===== config.mk =====
export PLATFORM = sky130hd
export DESIGN_NAME = otis_ctrl
export DESIGN_NICKNAME = d
export VERILOG_FILES = /design/src/rtl/otis_pkg.sv /design/src/rtl/otis_ctrl.sv
export SDC_FILE = /design/constraint.sdc
export NUM_CORES = 1
export LEC_CHECK = 0
export BUFFER_PORTS_ARGS = -buffer_cell sky130_fd_sc_hd__buf_2
export CAP_MARGIN = 25
export CORE_AREA = 2 2 39 41
export CTS_BUF_LIST = sky130_fd_sc_hd__clkbuf_16
export CTS_CLUSTER_SIZE = 24
export DETAILED_ROUTE_END_ITERATION = 12
export DIE_AREA = 0 0 41 43
export MAX_ROUTING_LAYER = met4
export PLACE_DENSITY = 0.36
export SLEW_MARGIN = 10
export SYNTH_ARGS = -nofsm -noshare
export SYNTH_HDL_FRONTEND = slang
export SYNTH_SLANG_ARGS = --single-unit
export TNS_END_PERCENT = 5

===== constraint.sdc =====
create_clock -name clk -period 1.8 [get_ports clk]
set_input_delay 0.09 -clock clk [delete_from_list [all_inputs] [get_ports clk]]
set_output_delay 0.09 -clock clk [all_outputs]
set_load 0.005 [all_outputs]

===== src/rtl/otis_pkg.sv =====
// Shared types and constants for the offset table interval search block.
`default_nettype none

package otis_pkg;

  // Fixed field widths of the request channels and the register file.
  localparam int IDX_W   = 10;
  localparam int OFS_W   = 32;
  localparam int COUNT_W = 11;
  localparam int TOTAL_W = 33;
  localparam int APB_DW  = 64;
  localparam int APB_AW  = 4;

  // Function codes carried by an input request.
  localparam logic FUNC_LOAD   = 1'b0;
  localparam logic FUNC_LOOKUP = 1'b1;

  // Register select, taken from address bit 3 (registers sit 8 bytes apart).
  localparam logic REG_SEQ_COUNT = 1'b0;
  localparam logic REG_TOTAL_LEN = 1'b1;

  typedef struct packed {
    logic             func;
    logic [IDX_W-1:0] entry_index;
    logic [OFS_W-1:0] entry_offset;
    logic [OFS_W-1:0] position;
  } in_req_t;

  typedef struct packed {
    logic [IDX_W-1:0] sequence_index;
    logic             out_of_range;
  } out_req_t;

  // Commands from the controller to the datapath.
  typedef struct packed {
    logic start;
    logic load_entry;
    logic issue;
    logic compare;
    logic load_out;
  } ctrl_cmd_t;

  // Status from the datapath to the controller.
  typedef struct packed {
    logic go;
    logic out_free;
  } dp_sts_t;

endpackage

`default_nettype wire


===== src/rtl/otis_ctrl.sv =====
// Controller state machine that sequences loads and bisection lookups.
`default_nettype none

module otis_ctrl (
  input  wire logic                 clk,
  input  wire logic                 rst_n,
  input  wire logic                 in_valid,
  input  wire logic                 in_func,
  input  wire otis_pkg::dp_sts_t    sts,
  output otis_pkg::ctrl_cmd_t       cmd,
  output logic                      in_stall
);

  import otis_pkg::*;

  localparam logic [1:0] ST_IDLE    = 2'd0;
  localparam logic [1:0] ST_ISSUE   = 2'd1;
  localparam logic [1:0] ST_COMPARE = 2'd2;
  localparam logic [1:0] ST_FINISH  = 2'd3;

  logic [1:0] state_r;
  logic [1:0] state_nxt;

  // Next state and command decode.
  always_comb begin
    state_nxt = state_r;
    cmd       = '0;
    in_stall  = 1'b1;
    unique case (state_r)
      ST_IDLE: begin
        in_stall = 1'b0;
        if (in_valid) begin
          if (in_func == FUNC_LOOKUP) begin
            cmd.start = 1'b1;
            state_nxt = ST_ISSUE;
          end else begin
            cmd.load_entry = 1'b1;
          end
        end
      end
      ST_ISSUE: begin
        cmd.issue = 1'b1;
        state_nxt = sts.go ? ST_COMPARE : ST_FINISH;
      end
      ST_COMPARE: begin
        cmd.compare = 1'b1;
        state_nxt   = sts.go ? ST_COMPARE : ST_FINISH;
      end
      ST_FINISH: begin
        if (sts.out_free) begin
          cmd.load_out = 1'b1;
          state_nxt    = ST_IDLE;
        end
      end
      default: begin
        state_nxt = ST_IDLE;
      end
    endcase
  end

  // State register.
  always_ff @(posedge clk) begin
    if (!rst_n) begin
      state_r <= ST_IDLE;
    end else begin
      state_r <= state_nxt;
    end
  end

endmodule

`default_nettype wire


==> summary.txt, run 1 <==
Power
  • Comb pwr share: 34.9%
  • P per Cell Area: 1900 nW/µm²
  • Sw frac: 28.0%
  • Power Internal: 0.000461 W
  • Sequential Power Share: 13.6%
  • Switching pwr: 0.000179 W
  • Clock share of power: 51.5%
  • Maximum VDD drop: 0.549 mV
  • Leakage power total: 0.189 nW

Floorplan
  • Starting Density: 13.5%
  • # rows: 14
  • Core ar.: 1380 µm²
  • Die area: 1760 µm²
  • Die width: 41 µm
  • Die height: 43 µm
  • I/O pin cnt: 12

Placed design
  • RePlAce Congestion: 0.604
  • Inst Count DP: 50
  • DP HPWL: 331 µm
  • PortBufs: 11

Final layout
  • Layout Nets: 49
  • Largest register FFs: 2
  • Post-Layout Cell Count: 53
  • P&R area growth vs syn: 80.5%
  • Layout cell share with drive strength beyond 1: 43.2%
  • Top reg by flops: state_r
  • Diodes inserted: 0
  • Biggest regs: state_r: 2 flops

Outcome
  • Status: complete, no violations

Timing
  • Tightest hold margin: 158 ps
  • Final min period: 1320 ps
  • Final period utilization: 73.6%
  • Max Clk Rate: 0.755 GHz
  • Final-report hold violation count: 0
  • RSZ-0062 raised after global routing: false
  • Worst slew margin: 88.3%
  • TNS Setup: 0 ps
  • Clk_skew: 0.603 ps
  • Max Transition Viols Final: 0
  • Worst Tran Pin Value: 176 ps
  • Final setup fails: 0

Global routing
  • Largest net degree at the start of global routing: 5
  • Total gr overflow: 0
  • Number of global-route vias before repair: 148
  • Total track usage: 6.15%
  • Initial antenna violation count: 0
  • First-pass GRT wire length: 634 µm

Synthesis
  • Synth top area cells: ha_1 27%, dfxtp_1 21%, mux2i_1 16%
  • Post-synthesis cell area: 186 µm²
  • Warnings from Yosys: 0
  • Syn nets: 33
  • Post-synth top area share: 26.8%
  • Sequential area share after synthesis: 21.5%
  • Synth Register Bits: 2
  • Post-Synthesis Cells: 23
  • Netlist cell types: 10
  • Synth area leader: ha_1
  • Synthesized area per cell: 8.11 µm²

Drt
  • Initial DRC count: 7
  • Top Metal Used: met3
  • Final antenna-violating net count: 0
  • Metal2 WL: 132 µm
  • Routed wl met3: 57 µm
  • Drt total wl: 417 µm
  • M1 wire length: 227 µm
  • Total iterations of the first detailed-routing run: 2
  • Via/cell ratio: 3.28
  • DR DRC count: 0
  • Vias: 174
  • Routed wire per std cell: 7.87 µm

Worst hold path
  • Hold crit path type: in2reg
  • Hold Path Depth: 3
  • Hold path start: rst_n
  • Hold Path Sink: state_r[1]$_SDFFE_PN0P_

Clock tree
  • Clock net sink count: 2
  • Max Root-Sink Buffers: 2
  • Clock slew at reported path FFs: 30 ps
  • CTS Buf Count: 3
  • H-tree Lvls: 1
  • Post-CTS Setup Repair Bufs: 0
  • CTS tree: yes
  • Hold buffers post-CTS: 0
  • Worst-Skew Late Latency: 220 ps
  • CTS root buffer: clkbuf_16
  • Cts repair resizes: 0

Setup path
  • Reg-to-reg critical path endpoint: state_r[0]$_SDFFE_PN0P_
  • Worst r2r path cells: 5
  • WS Path Type: reg2out
  • R2R Setup Slk: 580 ps
  • Endpoint type of the worst setup path: primary output
  • Critical Path Fanout Max: 4
  • Critical Path AT: 1230 ps
  • RR Startpoint: state_r[0]$_SDFFE_PN0P_
  • Critical Path Start Type: register
  • Required @ worst endpoint: 1710 ps

Run
  • Max Cap Viol: 0
-- worst max-delay path by stage --
stage | startpoint | end | slack (ps) | cells past startpoint
2_1_floorplan | state_r[0]$_SDFFE_PN0P_ | state_r[0]$_SDFFE_PN0P_ | 690 | 5
3_3_place_gp | state_r[1]$_SDFFE_PN0P_ | state_r[0]$_SDFFE_PN0P_ | 610 | 5
5_1_grt | state_r[0]$_SDFFE_PN0P_ | cmd[4] | 390 | 4
4_1_cts | state_r[0]$_SDFFE_PN0P_ | cmd[4] | 460 | 4
3_5_place_dp | state_r[0]$_SDFFE_PN0P_ | state_r[0]$_SDFFE_PN0P_ | 600 | 5
6_report | state_r[0]$_SDFFE_PN0P_ | cmd[4] | 480 | 4
-- final cells by class --
type / instances / area, µm²
well taps: 16 / 20.0
fillers: 150 / 1050
repair buffers: 11 / 55.1
inverters: 3 / 11.3
flip-flops and latches: 2 / 40.0
clock buffers: 3 / 75.1
multi-input cells: 18 / 135
-- kinds of logic after synthesis --
family / synth area share (%)
AOI/OAI and AO/OA: 4.70
adders and majority gates: 26.8
buffers and inverters: 6.04
DFF: 21.5
muxes: 16.1
and+or+nand+nor: 24.8
-- power groups by stage --
stage / logic (W) / registers (W) / clock network, W
finish: 0.000223 / 0.0000870 / 0.000329
global route: 0.000262 / 0.0000912 / 0.000344
CTS: 0.000229 / 0.0000881 / 0.000335
detailed placement: 0.000228 / 0.0000881 / 0
global placement: 0.000232 / 0.0000873 / 0
floorplan: 0.000155 / 0.0000826 / 0
-- stage by stage --
stage / worst slack (ps) / utilization, % / area (µm²) / power [W]
2_1_floorplan: 691 / - / 186 / 0.000237
3_3_place_gp: 607 / 18.9 / 262 / 0.000320
3_5_place_dp: 595 / 18.9 / 262 / 0.000316
4_1_cts: 457 / 24.3 / 337 / 0.000651
5_1_grt: 391 / 24.3 / 337 / 0.000697
6_report: 476 / 24.3 / 337 / 0.000640
-- layer usage --
layer	up-vias	global-route usage (%)
li1	100	-
met1	62	7.96
met2	12	5.31
met3	0	3.14
met4	0	8.00
met5	-	-
-- worst max-delay path, cell delays in order (launching register included) --
cell	delay (ps)
dfxtp_1	370
inv_1	80
ha_1	250
and3_1	190
buf_2	120
-- Yosys cell counts --
| library cell | number |
|---|---|
| a21oi_2 | 1 |
| and2_2 | 1 |
| and3_1 | 1 |
| dfxtp_1 | 2 |
| ha_1 | 4 |
| inv_1 | 3 |
| mux2i_1 | 3 |
| nand2_1 | 6 |
| nor2_1 | 1 |
| nor2b_1 | 1 |
-- layout by cell type, fill, tap and decap left out --
cell type / netlist / final
buf_2: 0 / 11
nand2_1: 6 / 6
ha_1: 4 / 4
inv_1: 3 / 3
mux2i_1: 3 / 3
clkbuf_16: 0 / 3
dfxtp_1: 2 / 2
nor2_1: 1 / 1
and2_2: 1 / 1
and3_1: 1 / 1
nor2b_1: 1 / 1
a21oi_2: 1 / 1
No activity file was read; power rests on OpenSTA's default activity.
==> run 2: changes to the inputs <==
--- a/config.mk
+++ b/config.mk
@@ -13,7 +13,7 @@
 export DETAILED_ROUTE_END_ITERATION = 12
 export DIE_AREA = 0 0 41 43
 export MAX_ROUTING_LAYER = met4
-export PLACE_DENSITY = 0.36
+export PLACE_DENSITY = 0.37
 export SLEW_MARGIN = 10
 export SYNTH_ARGS = -nofsm -noshare
 export SYNTH_HDL_FRONTEND = slang
==> constraint.sdc (replaced) <==
create_clock -name clk -period 1.15 [get_ports clk]
set_input_delay 0.0575 -clock clk [delete_from_list [all_inputs] [get_ports clk]]
set_output_delay 0.0575 -clock clk [all_outputs]
set_load 0.005 [all_outputs]
==> run 2 against run 1 <==
Effect of this change: flip-flop and latch count stayed put; worst hold slack lost 45 ps; die area is the same; count of clock-buffer cells in the layout did not move; design area increased by 21%; clock skew about the same; highest routed layer unchanged; largest power group is now combinational logic; cell count up 11%; combinational power rose to 2.5 times the previous value; total power increased by 94%; first-iteration DRC count is 43% lower; global-route usage shrank 0.51 points.
==> summary.txt, run 2 (synthesis results as in run 1) <==
Outcome
  • Status: complete, no violations

Final layout
  • Most common cell after layout, fill and taps aside: buf_2
  • Top reg by flops: state_r
  • # fillers: 153 (+2.0%)
  • Commonest cells after routing, fill and taps aside: 11 x buf_2, 6 x nand2_1, 6 x buf_4
  • Multi-input logic area: 150 µm² (+11%)
  • Sequential Area: 47.5 µm² (+19%)
  • Diodes inserted: 0 (unchanged)
  • Layout cell share with drive strength beyond 1: 65.1% (+22 points)
  • Final Cell Area: 407 µm² (+21%)
  • Largest register FFs: 2 (unchanged)
  • Final Util: 29.4% (+5.1 points)
  • Layout Nets: 55 (+12%)
  • Biggest regs: state_r: 2 flops
  • P&R area growth vs syn: 118%

Global routing
  • Initial antenna violation count: 0 (unchanged)
  • Total track usage: 5.65% (-0.51 points)
  • Largest net degree at the start of global routing: 5 (unchanged)
  • First-pass GRT wire length: 593 µm (-6.5%)
  • Total gr overflow: 0 (unchanged)
  • Number of global-route vias before repair: 158 (+6.8%)

Timing
  • Max Clk Rate: 0.872 GHz
  • Final period utilization: 99.8%
  • Worst Tran Pin Value: 183 ps (+6.77 ps)
  • Final min period: 1150 ps
  • Max Transition Viols Final: 0 (unchanged)
  • Clk_skew: 0.780 ps (+0.177 ps)
  • Final-report hold violation count: 0 (unchanged)
  • Worst slew margin: 87.8% (-0.45 points)
  • Final setup fails: 0 (unchanged)
  • RSZ-0062 raised after global routing: true
  • Tightest hold margin: 114 ps (-44.8 ps)

Run
  • Max Cap Viol: 0 (unchanged)

Setup path
  • Critical Path Start Type: register
  • Worst r2r path cells: 4 (-1)
  • Critical Path AT: 1090 ps (-140 ps)
  • Required @ worst endpoint: 1090 ps (-620 ps)
  • Endpoint type of the worst setup path: primary output
  • Reg-to-reg critical path endpoint: state_r[0]$_SDFFE_PN0P_
  • Critical Path Fanout Max: 4 (unchanged)
  • R2R Setup Slk: 20 ps (-560 ps)
  • WS Path Type: reg2out
  • RR Startpoint: state_r[1]$_SDFFE_PN0P_

Placed design
  • RePlAce Congestion: 0.694 (+15%)
  • PortBufs: 11 (unchanged)
  • DP HPWL: 357 µm (+7.8%)
  • Post-place instance area: 299 µm² (+14%)

Clock tree
  • Max Root-Sink Buffers: 2 (unchanged)
  • CTS Buf Count: 3 (unchanged)
  • CTS root buffer: clkbuf_16
  • H-tree Lvls: 1 (unchanged)
  • Clock net sink count: 2 (unchanged)
  • Clock slew at reported path FFs: 30 ps (about the same)
  • CTS tree: yes
  • Worst-Skew Late Latency: 220 ps (about the same)

Floorplan
  • Core ar.: 1380 µm² (unchanged)
  • Die width: 41 µm (unchanged)
  • Die area: 1760 µm² (unchanged)
  • I/O pin cnt: 12 (unchanged)
  • Starting Density: 13.5% (unchanged)
  • Die height: 43 µm (unchanged)
  • # rows: 14 (unchanged)

Worst hold path
  • Hold Path Depth: 3 (unchanged)
  • Hold path start: rst_n
  • Hold Path Sink: state_r[1]$_SDFFE_PN0P_
  • Hold crit path type: in2reg

Drt
  • Vias: 206 (+18%)
  • Routed wire per std cell: 7.56 µm (-3.9%)
  • Drt total wl: 446 µm (+7.0%)
  • Initial DRC count: 4 (-3)
  • Total iterations of the first detailed-routing run: 2 (unchanged)
  • Via/cell ratio: 3.49 (+6.4%)
  • DR DRC count: 0 (unchanged)
  • Final antenna-violating net count: 0 (unchanged)

Power
  • Tot Pwr: 0.00124 W (+94%)
  • Leakage power total: 0.219 nW (+16%)
  • P per Cell Area: 3060 nW/µm² (+61%)
  • Maximum VDD drop: 1.49 mV (+170%)
run 2: cell count changes in the layout (fill, tap and decap cells not counted), sizes merged:
cell / change
buf: +6
run 2: routing by layer:
layer / global-route usage [%] / vias to the layer above / wire (µm)
met1: 6.71 / 82 / 226
met2: 5.94 / 11 / 162
met5: - / - / 0
met3: 3.14 / 0 / 56
li1: - / 113 / -
met4: 6.00 / 0 / 0
run 2: timing repair:
item                                   4_1_cts  5_1_grt
pin swaps                                    1        2
setup endpoints to repair                    5        4
setup buffers                                1        1
hold buffers                                 0        0
endpoints found under the hold margin        0        0
resized for setup                            7        3
run 2: power breakdown:
part / internal (W) / switching, W / leakage, nW
logic: 0.000344 / 0.000217 / 0.164
registers: 0.000122 / 0.0000452 / 0.0178
clock network: 0.000442 / 0.0000726 / 0.0370
total: 0.000908 / 0.000335 / 0.219
run 2: worst max-delay path by stage:
stage | startpoint | end | slack [ps] | cells after the start
global route | state_r[1]$_SDFFE_PN0P_ | state_r[0]$_SDFFE_PN0P_ | -110 | 5
finish | state_r[1]$_SDFFE_PN0P_ | cmd[1] | 3 | 4
global placement | state_r[1]$_SDFFE_PN0P_ | state_r[0]$_SDFFE_PN0P_ | -80 | 5
floorplan | state_r[0]$_SDFFE_PN0P_ | state_r[0]$_SDFFE_PN0P_ | 40 | 5
detailed placement | state_r[1]$_SDFFE_PN0P_ | state_r[0]$_SDFFE_PN0P_ | -80 | 5
CTS | state_r[1]$_SDFFE_PN0P_ | cmd[4] | 8 | 4
run 2: cell type report:
cell class	count	share of cell area, %
Clock buffer	3	18.5
Timing Repair Buffer	17	24.6
Tap cell	16	4.92
Multi-Input combinational cell	18	36.9
Sequential cell	2	11.7
Inverter	3	3.38
run 2: per-stage QoR:
step,setup WS (ps),setup TNS [ps],instances
4_1_cts,8.23,0,58
5_1_grt,-109,-207,59
3_5_place_dp,-81.2,-86.0,55
3_3_place_gp,-83.2,-84.7,55
2_1_floorplan,40.9,0,23
6_report,2.77,0,59
run 2: worst max-delay path, cell delays in order, from the launching register on:
cell	delay [ps]
dfxtp_4	350
buf_4	130
buf_4	120
ha_1	160
buf_2	120
